File: src/hdl/btedit_pkg.sv
// btedit_pkg: shared constants, op codes and controller/datapath bundles
// for the block-transposition edit distance engine. No dependencies.
package btedit_pkg;

  localparam int MAX_LEN   = 64;
  localparam int LEN_W     = $clog2(MAX_LEN + 1);
  localparam int IDX_W     = $clog2(MAX_LEN);
  localparam int SIDE      = MAX_LEN + 1;
  localparam int MAT_DEPTH = SIDE * SIDE;
  localparam int MAT_AW    = $clog2(MAT_DEPTH);
  localparam int BL_W      = 6;
  localparam int MD_W      = 8;

  localparam logic [1:0] CMD_APPEND_A = 2'd0;
  localparam logic [1:0] CMD_APPEND_B = 2'd1;
  localparam logic [1:0] CMD_FINISH   = 2'd2;

  typedef logic [4:0] op_t;
  localparam op_t OP_NONE      = 5'd0;
  localparam op_t OP_LOAD_A    = 5'd1;
  localparam op_t OP_LOAD_B    = 5'd2;
  localparam op_t OP_START     = 5'd3;
  localparam op_t OP_PRE_RD    = 5'd4;
  localparam op_t OP_INC_I     = 5'd5;
  localparam op_t OP_SUF_RD    = 5'd6;
  localparam op_t OP_INC_J     = 5'd7;
  localparam op_t OP_TRIM      = 5'd8;
  localparam op_t OP_ROW_RD    = 5'd9;
  localparam op_t OP_LATCH_A   = 5'd10;
  localparam op_t OP_CELL_RD   = 5'd11;
  localparam op_t OP_CELL_SUB  = 5'd12;
  localparam op_t OP_LEN_DEC   = 5'd13;
  localparam op_t OP_BLK_START = 5'd14;
  localparam op_t OP_BLK_RD1   = 5'd15;
  localparam op_t OP_BLK_RD2   = 5'd16;
  localparam op_t OP_K_INC     = 5'd17;
  localparam op_t OP_BLK_HIT   = 5'd18;
  localparam op_t OP_NO_BLK    = 5'd19;
  localparam op_t OP_CELL_WR   = 5'd20;
  localparam op_t OP_NEXT_ROW  = 5'd21;
  localparam op_t OP_RES_BEST  = 5'd22;
  localparam op_t OP_RES_LEFT  = 5'd23;
  localparam op_t OP_FINISH    = 5'd24;

  typedef struct packed {
    op_t op;
  } dp_cmd_t;

  typedef struct packed {
    logic pre_ok;
    logic suf_ok;
    logic bytes_eq;
    logic trim_zero;
    logic trim_one;
    logic len_zero;
    logic blk_fits;
    logic k_last;
    logic t_last;
    logic s_last;
    logic abort;
    logic out_free;
  } dp_status_t;

endpackage

File: src/hdl/btedit_ctrl.sv
// btedit_ctrl: sequencer for loading, trimming and the cost-matrix walk.
// Depends on btedit_pkg; drives btedit_dp through dp_cmd_t.
module btedit_ctrl (
  input  logic                   clk,
  input  logic                   rst,
  input  logic                   in_valid,
  input  logic [1:0]             in_cmd,
  output logic                   in_ready,
  input  btedit_pkg::dp_status_t sts,
  output btedit_pkg::dp_cmd_t    cmd
);
  import btedit_pkg::*;

  localparam logic [4:0] ST_IDLE      = 5'd0;
  localparam logic [4:0] ST_PRE_RD    = 5'd1;
  localparam logic [4:0] ST_PRE_CMP   = 5'd2;
  localparam logic [4:0] ST_SUF_RD    = 5'd3;
  localparam logic [4:0] ST_SUF_CMP   = 5'd4;
  localparam logic [4:0] ST_TRIM      = 5'd5;
  localparam logic [4:0] ST_ROW_RD    = 5'd6;
  localparam logic [4:0] ST_ROW_LATCH = 5'd7;
  localparam logic [4:0] ST_CELL_RD   = 5'd8;
  localparam logic [4:0] ST_CELL_SUB  = 5'd9;
  localparam logic [4:0] ST_BLK_TEST  = 5'd10;
  localparam logic [4:0] ST_BLK_RD1   = 5'd11;
  localparam logic [4:0] ST_BLK_C1    = 5'd12;
  localparam logic [4:0] ST_BLK_C2    = 5'd13;
  localparam logic [4:0] ST_CELL_WR   = 5'd14;
  localparam logic [4:0] ST_ROW_END   = 5'd15;
  localparam logic [4:0] ST_DONE      = 5'd16;

  logic [4:0] state, state_next;

  always_ff @(posedge clk) begin
    if (rst) begin
      state <= ST_IDLE;
    end else begin
      state <= state_next;
    end
  end

  assign in_ready = (state == ST_IDLE);

  always_comb begin
    state_next = state;
    cmd.op     = OP_NONE;
    unique case (state)
      ST_IDLE: begin
        if (in_valid) begin
          case (in_cmd)
            CMD_APPEND_A: cmd.op = OP_LOAD_A;
            CMD_APPEND_B: cmd.op = OP_LOAD_B;
            CMD_FINISH: begin
              cmd.op     = OP_START;
              state_next = ST_PRE_RD;
            end
            default: cmd.op = OP_NONE;
          endcase
        end
      end
      ST_PRE_RD: begin
        if (sts.pre_ok) begin
          cmd.op     = OP_PRE_RD;
          state_next = ST_PRE_CMP;
        end else begin
          state_next = ST_SUF_RD;
        end
      end
      ST_PRE_CMP: begin
        if (sts.bytes_eq) begin
          cmd.op     = OP_INC_I;
          state_next = ST_PRE_RD;
        end else begin
          state_next = ST_SUF_RD;
        end
      end
      ST_SUF_RD: begin
        if (sts.suf_ok) begin
          cmd.op     = OP_SUF_RD;
          state_next = ST_SUF_CMP;
        end else begin
          state_next = ST_TRIM;
        end
      end
      ST_SUF_CMP: begin
        if (sts.bytes_eq) begin
          cmd.op     = OP_INC_J;
          state_next = ST_SUF_RD;
        end else begin
          state_next = ST_TRIM;
        end
      end
      ST_TRIM: begin
        cmd.op     = OP_TRIM;
        state_next = (sts.trim_zero || sts.trim_one) ? ST_DONE : ST_ROW_RD;
      end
      ST_ROW_RD: begin
        cmd.op     = OP_ROW_RD;
        state_next = ST_ROW_LATCH;
      end
      ST_ROW_LATCH: begin
        cmd.op     = OP_LATCH_A;
        state_next = ST_CELL_RD;
      end
      ST_CELL_RD: begin
        cmd.op     = OP_CELL_RD;
        state_next = ST_CELL_SUB;
      end
      ST_CELL_SUB: begin
        cmd.op     = OP_CELL_SUB;
        state_next = ST_BLK_TEST;
      end
      ST_BLK_TEST: begin
        if (sts.len_zero) begin
          cmd.op     = OP_NO_BLK;
          state_next = ST_CELL_WR;
        end else if (sts.blk_fits) begin
          cmd.op     = OP_BLK_START;
          state_next = ST_BLK_RD1;
        end else begin
          cmd.op = OP_LEN_DEC;
        end
      end
      ST_BLK_RD1: begin
        cmd.op     = OP_BLK_RD1;
        state_next = ST_BLK_C1;
      end
      ST_BLK_C1: begin
        if (sts.bytes_eq) begin
          cmd.op     = OP_BLK_RD2;
          state_next = ST_BLK_C2;
        end else begin
          cmd.op     = OP_LEN_DEC;
          state_next = ST_BLK_TEST;
        end
      end
      ST_BLK_C2: begin
        if (!sts.bytes_eq) begin
          cmd.op     = OP_LEN_DEC;
          state_next = ST_BLK_TEST;
        end else if (sts.k_last) begin
          cmd.op     = OP_BLK_HIT;
          state_next = ST_CELL_WR;
        end else begin
          cmd.op     = OP_K_INC;
          state_next = ST_BLK_RD1;
        end
      end
      ST_CELL_WR: begin
        cmd.op     = OP_CELL_WR;
        state_next = sts.t_last ? ST_ROW_END : ST_CELL_RD;
      end
      ST_ROW_END: begin
        if (sts.abort) begin
          cmd.op     = OP_RES_BEST;
          state_next = ST_DONE;
        end else if (sts.s_last) begin
          cmd.op     = OP_RES_LEFT;
          state_next = ST_DONE;
        end else begin
          cmd.op     = OP_NEXT_ROW;
          state_next = ST_ROW_RD;
        end
      end
      ST_DONE: begin
        if (sts.out_free) begin
          cmd.op     = OP_FINISH;
          state_next = ST_IDLE;
        end
      end
      default: state_next = ST_IDLE;
    endcase
  end

  // result only leaves through the done state
  a_finish_from_done: assert property (@(posedge clk) disable iff (rst)
    (cmd.op == OP_FINISH) |-> (state == ST_DONE && sts.out_free))
    else $error("finish issued outside done");

  // the walk starts only from an accepted finish word
  a_start_from_idle: assert property (@(posedge clk) disable iff (rst)
    (state == ST_IDLE && state_next == ST_PRE_RD) |-> (in_valid && in_cmd == CMD_FINISH))
    else $error("compute started without finish");

  // a block hit needs a nonzero length
  a_hit_len: assert property (@(posedge clk) disable iff (rst)
    (cmd.op == OP_BLK_HIT) |-> !sts.len_zero)
    else $error("block hit at zero length");

endmodule

File: config.mk
export PLATFORM = sky130hd
export DESIGN_NAME = btedit_ctrl
export DESIGN_NICKNAME = d
export VERILOG_FILES = /design/src/hdl/btedit_pkg.sv /design/src/hdl/btedit_ctrl.sv
export SDC_FILE = /design/constraint.sdc
export NUM_CORES = 1
export LEC_CHECK = 0
export BUFFER_PORTS_ARGS = -buffer_cell sky130_fd_sc_hd__buf_2
export CELL_PAD_IN_SITES_DETAIL_PLACEMENT = 1
export CELL_PAD_IN_SITES_GLOBAL_PLACEMENT = 2
export CORE_MARGIN = 2
export CORE_UTILIZATION = 28
export CTS_CLUSTER_DIAMETER = 40
export DETAILED_ROUTE_END_ITERATION = 7
export PLACE_DENSITY_LB_ADDON = 0.3
export SKIP_CTS_REPAIR_TIMING = 1
export SYNTH_ARGS = -nofsm -noshare
export SYNTH_HDL_FRONTEND = slang
export SYNTH_SLANG_ARGS = --single-unit
File: constraint.sdc
create_clock -name clk -period 2.5 [get_ports clk]
set_input_delay 0.375 -clock clk [delete_from_list [all_inputs] [get_ports clk]]
set_output_delay 0.375 -clock clk [all_outputs]
set_load 0.02 [all_outputs]
# --- After elaboration in Yosys (flattened, before gate mapping) ---
# Cells that the tools add are included.
totals:
  regBits: 5
  in_bits: 17
  output_inout_bits: 6
classes:
  n_eq_ne: 22
  muxes: 32
  n_reduce_logical: 4
ops:
  columns: ["operator", "n"]
  rows:
  - ["$pmux W5 S17", 2]
  - ["$mux W5", 12]
  - ["$eq A5 B4 Y1 const B", 8]
  - ["$mux W3", 9]
  - ["$eq A5 B3 Y1 const B", 4]
  - ["$mux W2", 6]
  - ["$eq A5 B2 Y1 const B", 2]
  - ["$pmux W2 S3", 1]
  - ["$eq A5 B1 Y1 const B", 1]
  - ["$eq A5 B5 Y1 const B", 1]
  - ["$logic_not A5 Y1", 1]
  - ["$ne A2 B2 Y1 const B", 2]
  - ["$reduce_and A4 Y1", 1]
  - ["$ne A3 B3 Y1 const B", 1]
  - ["$eq A2 B1 Y1 const B", 1]
  - ["$eq A2 B2 Y1 const B", 1]
  - ["$logic_not A2 Y1", 1]
  - ["$mux W1", 2]
  - ["$ne A2 B1 Y1 const B", 1]
  - ["$logic_or A1 B1 Y1", 1]

# --- Longest topological paths before layout ---
# Gate-level depths: netlist of the first run.
logic_depth:
  word_depth: 4
  mapped_depth: 6

# --- Worst setup path after synthesis of the first run ---
# Ideal clock, no wire load.
synth_path:
  path_type: "register to output"
  from: "register state[2]"
  to: "output port cmd[0] (netlist name)"
  t_arrival_ps: 1470
  required_time_ps: 2125
  setup_slack_ps: 655
  stages_incl_launch_ff: 5
  path_buffers: 0
  path_cell_list: "dfxtp_1 > or4_1 > nor2_2 > a32oi_1 > nand4_1"
synth_rtl:
  columns: ["item", "line", "text"]
  rows:
  - ["start, declared", "btedit_ctrl.sv:32", "logic [4:0] state, state_next;"]
  - ["start signal, assigned", "btedit_ctrl.sv:38", "state <= state_next;"]
  - ["end, declared", "btedit_ctrl.sv:10", "output btedit_pkg::dp_cmd_t cmd"]

==> metrics.md, run 1 <==
| Metric | Value |
|---|---|
| Status | finished, final reports clean |
| Crit path capture type | primary output |
| Initial antenna violation count | 0 |
| Top-area cell type share of the netlist area | 13.0% |
| Fin crit period | 2.34 ns |
| CTS Buf Count | 3 |
| Clock share of power | 16.2% |
| Core footprint | 0.00269 mm2 |
| Worst-Margin Slew | 0.559 ns |
| Num rows | 19 |
| Detailed placement HPWL | 2.36 mm |
| Number of flip-flops under the largest register name | 5 |
| Setup slack, reg-to-reg | 0.81 ns |
| Ys Warns | 0 |
| Nature of the critical path startpoint | flip-flop |
| Worst skew pair latency | 0.24 ns |
| Main synth FF type | dfxtp_1 |
| Slew margin rel. | 62.4% |
| Die X | 56.5 um |
| Cell area after placement | 913 um2 |
| Cell Area, Synth | 772 um2 |
| FMAX | 428 MHz |
| Sw Pwr | 0.272 mW |
| Vias | 1020 |
| Routed len/inst | 17.3 um |
| Avg Cell Area, Syn | 6.33 um2 |
| Mapped Cells | 122 |
| Clk buf depth | 2 |
| Drt first-iter violations | 23 |
| Crit path from | state[1]$_SDFFE_PP0P_ |
| Commonest cells post-synth | 12 x o21ai_0, 10 x nand2_1, 10 x nor2_1 |
| I/O Buffers | 22 |
| PwrDens | 596 mW/mm2 |
| Hold Crit Class | in -> reg |
| Hold Fails Final Rpt | 0 |
| RSZ-0062 raised after global routing | false |
| First-pass GRT wire length | 5.12 mm |
| CTS H-tree depth | 1 |
| Initial Util | 28.7% |
| Total gr overflow | 0 |
| Pre-Repair DR Iteration Count | 4 |
| Kind of critical path | reg -> out |
| Arr. time, crit path | 1.96 ns |
| Setup Viol. Count Final | 0 |
| Post-route clock skew | 0.00104 ns |
| Flops & latches, synth | 5 |
| Worst-path fanout max | 14 |
| R2r startpoint | state[1]$_SDFFE_PP0P_ |
| M1 GR Usage | 27.2% |
| Top Ports | 23 |
| GRT met3 Usage | 1.38% |
| Maximum VDD drop | 0.000272 V |
| GR Util met2 | 31.9% |
| Flop pwr share | 24.2% |
| Area leader, netlist | dfxtp_1 |
| Critical path endpoint | cmd[1] |
| GRT busiest layer | met2 |
| Total track usage | 20.0% |
| Switching portion of total power | 48.6% |
| Vias in the first global route | 1055 |
| Setup TNS | 0 ns |
| Number of remaining DRC errors | 0 |
| FFs w/ async S/R, synth | 0% |
| Die Area | 0.00319 mm2 |
| Reg2Reg Depth | 4 |
| Layout area overhead | 21.7% |
| Biggest register | state |
| Gpl congestion | 0.843 |
| Netlist cell types | 43 |
| Antenna Nets Post-Route | 0 |
| Clock-pin slew on the worst setup and hold paths | 0.04 ns |
| Clk root buf | clkbuf_4 |
| Syn Nets | 140 |
| N_diodes | 0 |
| R2R Path End | state[0]$_SDFFE_PP0P_ |
| LEAKAGE | 0.377 nW |
| Synth area leaders | dfxtp_1 13%, o21ai_0 7.8%, nand2b_1 6.5%, nand2_1 4.9%, nor2_1 4.9% |
| Int Power | 0.288 mW |
| Largest net degree at the start of global routing | 15 |
| Register area share after synthesis | 13.0% |
| Layout cells sized above 1 | 23.1% |
| Comb pwr share | 59.6% |
| Post-route cell area | 940 um2 |
| Period utilization | 93.5% |
| Final WL | 3.02 mm |
| Biggest regs | state (5) |
| Post-synth EDFFs | 0 |
| Vert. Die Dim | 56.5 um |
| CTS tree | done |
| Max cap viols | 0 |
| Clock sinks | 5 |
| Via/cell ratio | 5.86 |
| Most common cell in the netlist | o21ai_0 |
| Max Slew Vio Count | 0 |
| Finished Core Util | 35.0% |
| Worst path required time | 2.12 ns |
| Layout net count | 162 |
[placed cells by master (no fill, tap or decap), types with 2 or more instances in the layout]
master | synthesis | final
and2_1 | 2 | 2
nor3_1 | 5 | 5
and3_1 | 2 | 2
nand3_1 | 2 | 2
inv_1 | 6 | 6
nand4_1 | 2 | 2
buf_2 | 6 | 22
o21ai_0 | 12 | 12
nand2b_1 | 8 | 8
nor4_1 | 4 | 4
clkbuf_4 | 0 | 3
nor2b_1 | 3 | 3
a31oi_1 | 4 | 4
o31ai_1 | 2 | 2
a32oi_1 | 3 | 3
nor2_1 | 10 | 10
nand2_1 | 10 | 10
o211ai_1 | 3 | 3
dfxtp_1 | 5 | 5
a21oi_1 | 7 | 7
buf_4 | 0 | 5
[cell families after synthesis]
group | Yosys count | share of synthesized area, %
DFF | 5 | 13.0
AOI/OAI and AO/OA | 42 | 35.5
buffers and inverters | 16 | 8.75
xor gates and xnor gates | 1 | 1.13
adders and majority gates | 1 | 1.62
and+or+nand+nor | 57 | 40.0
[area by class of cell]
type                    instances  area (um2)
multi-input cells             101         604
inverters                       6        22.5
fillers                       378        1750
flip-flops and latches          5         100
well taps                      31        38.8
clock buffers                   4        26.3
repair buffers                 27         148
[worst max-delay path: stages, from the launching register on]
cell      delay, ns
dfxtp_1        0.58
nand2b_2       0.20
nor3_1         0.51
a32oi_1        0.10
o311ai_1       0.11
buf_2          0.22
[routing by layer]
metal / wire, um / part of all wire (%)
met5: 0 / 0
met4: 98 / 3.2
met3: 70 / 2.3
met2: 1410 / 47
met1: 1440 / 48
[power by group through the flow]
stage                     combinational, mW  clock [mW]  sequential [mW]
after detailed placement              0.332           0            0.135
after CTS                             0.333      0.0926            0.133
after global placement                0.331           0            0.133
after global routing                  0.367      0.0969            0.140
after floorplan                       0.250           0            0.104
final                                 0.334      0.0908            0.136
[stage by stage]
stage               setup slack [ns]  power (mW)  cells  hold WS, ns
finish                         0.164       0.560    174        0.373
global route                  0.0233       0.604    174        0.378
CTS                            0.188       0.559    174        0.374
detailed placement             0.450       0.467    170        0.620
global placement               0.475       0.464    170        0.613
floorplan                      0.655       0.354    122        0.444
[how the worst min path moves through the flow]
stage,slack (ns),cells past startpoint,startpoint,to
2_1_floorplan,0.44,1,rst,state[1]$_SDFFE_PP0P_
3_3_place_gp,0.61,2,rst,state[2]$_SDFFE_PP0P_
3_5_place_dp,0.62,2,rst,state[1]$_SDFFE_PP0P_
4_1_cts,0.37,2,rst,state[1]$_SDFFE_PP0P_
5_1_grt,0.38,2,rst,state[2]$_SDFFE_PP0P_
6_report,0.37,2,rst,state[1]$_SDFFE_PP0P_
No activity file was read; power rests on OpenSTA's default activity.
==> run 2: changes to the inputs <==
Settings changed: CORE_MARGIN 2 to 3, SETUP_SLACK_MARGIN from default to 0.2.
==> metrics.md, run 2 (same netlist as run 1, synthesis figures left out) <==
| Metric | Value |
|---|---|
| Maximum VDD drop | 0.000317 V (+17%) |
| Core footprint | 0.00254 mm2 (-5.3%) |
| Status | finished, final reports clean |
| Clock-pin slew on the worst setup and hold paths | 0.05 ns (about the same) |
| Routed len/inst | 16.8 um (-3.2%) |
| Register area | 104 um2 (+3.8%) |
| Final WL | 2.89 mm (-4.3%) |
| Biggest register | state |
| Pre-Repair DR Iteration Count | 4 (unchanged) |
| Commonest non-fill, non-tap cell in the layout | buf_2 |
| Detailed placement HPWL | 2.33 mm (-1.5%) |
| Slew margin rel. | 74.5% (+12 points) |
| Setup TNS | 0 ns (unchanged) |
| Most frequent cells in the layout | 22 x buf_2, 12 x o21ai_0, 10 x nand2_1, 10 x nor2_1, 8 x nand2b_1 |
| Fin crit period | 2.15 ns (-0.184 ns) |
| Clk root buf | clkbuf_4 |
| Layout net count | 161 (-0.62%) |
| Number of remaining DRC errors | 0 (unchanged) |
| CTS H-tree depth | 1 (unchanged) |
| Clock sinks | 5 (unchanged) |
| Vias | 994 (-2.5%) |
| Die X | 58.5 um (+3.5%) |
| Max cap viols | 0 (unchanged) |
| PwrDens | 590 mW/mm2 (-1.0%) |
| I/O Buffers | 22 (unchanged) |
| Crit path capture type | primary output |
| Via/cell ratio | 5.78 (-1.4%) |
| Num rows | 18 (-1) |
| Worst skew pair latency | 0.24 ns (about the same) |
| Initial Util | 30.3% (+1.6 points) |
| Hold Fails Final Rpt | 0 (unchanged) |
| Biggest regs | state (5) |
| Post-route clock skew | 0.00457 ns (+0.00353 ns) |
| Total track usage | 18.2% (-1.7 points) |
| Total gr overflow | 0 (unchanged) |
| Number of flip-flops under the largest register name | 5 (unchanged) |
| Layout cells sized above 1 | 25.4% (+2.3 points) |
| Setup Viol. Count Final | 0 (unchanged) |
| RSZ-0062 raised after global routing | false |
| Cell area after placement | 905 um2 (-0.96%) |
| Period utilization | 86.1% (-7.4 points) |
| CTS tree | done |
| Kind of critical path | reg -> out |
| CTS Buf Count | 3 (unchanged) |
| Setup WS post-layout | 0.348 ns (+0.184 ns) |
| Worst-Margin Slew | 0.382 ns (-0.177 ns) |
| Arr. time, crit path | 1.78 ns (-0.18 ns) |
| First-pass GRT wire length | 4.93 mm (-3.8%) |
| Filler instances | 350 (-7.4%) |
| Max Slew Vio Count | 0 (unchanged) |
| Nature of the critical path startpoint | flip-flop |
| Vias in the first global route | 960 (-9.0%) |
| Worst path required time | 2.12 ns (about the same) |
| Setup WS pre-CTS | 0.480 ns (+0.0302 ns) |
| Gpl congestion | 0.867 (+2.9%) |
| Vert. Die Dim | 58.5 um (+3.5%) |
| Layout area overhead | 21.7% (unchanged) |
| Antenna Nets Post-Route | 0 (unchanged) |
| Initial antenna violation count | 0 (unchanged) |
| Drt first-iter violations | 21 (-8.7%) |
| LEAKAGE | 0.373 nW (-0.91%) |
| Die Area | 0.00342 mm2 (+7.2%) |
| Post-route cell area | 940 um2 (unchanged) |
| Top Ports | 23 (unchanged) |
| Largest net degree at the start of global routing | 19 (+4) |
| Clk buf depth | 2 (unchanged) |
| WHS Path Cells | 2 (unchanged) |
| Footprint of the multi-input gates | 609 um2 (+0.83%) |
| Hold Crit Class | in -> reg |
| Reg2Reg Depth | 5 (+1) |
| N_diodes | 0 (unchanged) |
| FMAX | 465 MHz (+8.5%) |
| Worst-path fanout max | 11 (-3) |
## run 2: cell count changes in the layout (fill, tap and decap cells not counted), sizes merged
| cell | change |
|---|---|
| buf | -1 |
## run 2: worst max-delay path, stage by stage, from the launching register on
cell	delay (ns)
dfxtp_2	0.38
buf_4	0.19
or4_1	0.46
nor2_2	0.13
a32oi_1	0.11
nand4_1	0.11
buf_2	0.16
## run 2: area by class of cell
cell class | count | share of cell area [%]
clock buffer | 4 | 2.80
inverter | 6 | 2.40
multi-input combinational | 101 | 64.8
sequential | 5 | 11.1
tap | 30 | 3.99
timing repair buffer | 26 | 14.9
## run 2: stage by stage
stage / utilization (%) / power [mW] / hold WS [ns] / std cells
after floorplan: - / 0.354 / 0.444 / 122
after global placement: 35.5 / 0.457 / 0.614 / 168
after detailed placement: 35.5 / 0.458 / 0.624 / 168
after CTS: 36.6 / 0.554 / 0.376 / 172
after global routing: 36.9 / 0.615 / 0.367 / 172
final: 36.9 / 0.554 / 0.371 / 172
## run 2: worst paths after layout
kind,slack [ns],endpoint,startpoint
min reg2reg,0.69,state[3]$_SDFFE_PP0P_,state[3]$_SDFFE_PP0P_
max,0.35,cmd[0],state[1]$_SDFFE_PP0P_
min,0.37,state[1]$_SDFFE_PP0P_,rst
max reg2reg,0.90,state[0]$_SDFFE_PP0P_,state[3]$_SDFFE_PP0P_
## run 2: per-layer routing
metal / GRT usage, % / wire, um / share of wire, %
met1: 26.0 / 1330 / 46
met2: 29.5 / 1440 / 50
met3: 1.97 / 90 / 3.1
met4: 3.64 / 23 / 0.80
met5: 0 / 0 / 0
## run 2: report_power, final
part | internal [mW] | switching (mW) | total, mW
combinational | 0.130 | 0.191 | 0.321
clock | 0.0604 | 0.0337 | 0.0941
sequential | 0.0950 | 0.0445 | 0.139
==> run 3: changes to the inputs <==
Settings changed: CORE_MARGIN 3 to default.
==> metrics.md, run 3 (same netlist as run 1, synthesis figures left out) <==
| Metric | Value |
|---|---|
| RSZ-0062 raised after global routing | false |
| Gpl congestion | 0.899 (+3.7%) |
| Setup WS post-layout | 0.372 ns (+0.0244 ns) |
| Worst skew pair latency | 0.24 ns (about the same) |
| Initial Util | 30.3% (unchanged) |
| Hold Fails Final Rpt | 0 (unchanged) |
| N_diodes | 0 (unchanged) |
| First-pass GRT wire length | 4.53 mm (-8.1%) |
| Vias in the first global route | 960 (unchanged) |
| Top Ports | 23 (unchanged) |
| Total gr overflow | 0 (unchanged) |
| Overall power | 0.560 mW (+0.98%) |
| Register area | 104 um2 (unchanged) |
| Worst path required time | 2.12 ns (about the same) |
| Final hold slack | 0.357 ns (-0.0145 ns) |
| Core footprint | 0.00254 mm2 (unchanged) |
| Largest net degree at the start of global routing | 19 (unchanged) |
| Max cap viols | 0 (unchanged) |
| Clk root buf | clkbuf_4 |
| Crit path capture type | primary output |
| Layout net count | 161 (unchanged) |
| CTS Buf Count | 3 (unchanged) |
| Post-route clock skew | 0.0107 ns (+0.00612 ns) |
| Fin crit period | 2.13 ns (-0.0244 ns) |
| Arr. time, crit path | 1.75 ns (-0.03 ns) |
| Total track usage | 20.7% (+2.5 points) |
| Drt first-iter violations | 44 (+110%) |
| Commonest non-fill, non-tap cell in the layout | buf_2 |
| WHS Path Cells | 2 (unchanged) |
| Max Slew Vio Count | 0 (unchanged) |
| Clock-pin slew on the worst setup and hold paths | 0.05 ns (about the same) |
| Die Area | 0.00297 mm2 (-13%) |
| PwrDens | 594 mW/mm2 (+0.71%) |
| Final WL | 2.81 mm (-2.6%) |
| Biggest register | state |
| Slew margin rel. | 74.5% (about the same) |
| Setup Viol. Count Final | 0 (unchanged) |
| Filler instances | 353 (+0.86%) |
| Maximum VDD drop | 0.000249 V (-21%) |
| Status | finished, final reports clean |
| Footprint of the multi-input gates | 612 um2 (+0.41%) |
| Biggest regs | state (5) |
| LEAKAGE | 0.374 nW (+0.17%) |
| Clk buf depth | 2 (unchanged) |
| Layout cells sized above 1 | 26.1% (+0.70 points) |
| Num rows | 18 (unchanged) |
| CTS tree | done |
| Vias | 1016 (+2.2%) |
| Number of remaining DRC errors | 0 (unchanged) |
| Inst Count DP | 168 (unchanged) |
| Via/cell ratio | 5.91 (+2.2%) |
| Layout area overhead | 22.0% |
| Initial antenna violation count | 0 (unchanged) |
| Final cell count without fillers | 172 (unchanged) |
| CTS H-tree depth | 1 (unchanged) |
| Most frequent cells in the layout | 22 x buf_2, 12 x o21ai_0, 10 x nand2_1 |
| FMAX | 470 MHz (+1.1%) |
| Detailed placement HPWL | 2.17 mm (-6.8%) |
| Clock sinks | 5 (unchanged) |
| Routed len/inst | 16.3 um (-2.6%) |
| Period utilization | 85.1% (-0.98 points) |
| Reg2Reg Depth | 5 (unchanged) |
| I/O Buffers | 22 (unchanged) |
| Kind of critical path | reg -> out |
| Die X | 54.5 um (-6.8%) |
| Setup TNS | 0 ns (unchanged) |
| Number of flip-flops under the largest register name | 5 (unchanged) |
| Vert. Die Dim | 54.5 um (-6.8%) |
| Worst-path fanout max | 11 (unchanged) |
| Antenna Nets Post-Route | 0 (unchanged) |
| Pre-Repair DR Iteration Count | 4 (unchanged) |
| Hold Crit Class | in -> reg |
| Setup WS pre-CTS | 0.478 ns (-0.00190 ns) |
| Nature of the critical path startpoint | flip-flop |
| Worst-Margin Slew | 0.382 ns (+0.000335 ns) |
-- run 3: stage by stage --
stage | utilization (%) | area, um2
after floorplan | - | 772
after global placement | 35.5 | 905
after detailed placement | 35.5 | 905
after CTS | 36.6 | 931
after global routing | 37.0 | 942
final | 37.0 | 942
-- run 3: power by group --
part	switching, mW	internal, mW
combinational	0.193	0.131
sequential	0.0463	0.0950
clock	0.0336	0.0604
-- run 3: path summary, 6_finish.rpt --
path,start,slack [ns],to
max,state[1]$_SDFFE_PP0P_,0.37,cmd[0]
min,rst,0.36,state[1]$_SDFFE_PP0P_
max reg2reg,state[3]$_SDFFE_PP0P_,0.94,state[0]$_SDFFE_PP0P_
min reg2reg,state[3]$_SDFFE_PP0P_,0.68,state[3]$_SDFFE_PP0P_
-- run 3: worst max-delay path: stages (launching register included) --
cell and delay, ns:
dfxtp_2 0.38, buf_4 0.19, or4_1 0.44, nor2_2 0.12
a32oi_1 0.11, nand4_1 0.11, buf_2 0.17
-- run 3: metal layers --
metal | wire (um) | global-route usage (%)
met1 | 1260 | 28.6
met5 | 0 | 0
met3 | 137 | 0.833
met4 | 26 | 3.85
met2 | 1390 | 35.4
-- run 3: cell type report --
type / instances / area share [%]
Tap cell: 30 / 3.98
Timing Repair Buffer: 26 / 14.9
Multi-Input combinational cell: 101 / 64.9
Inverter: 6 / 2.39
Clock buffer: 4 / 2.79
Sequential cell: 5 / 11.0
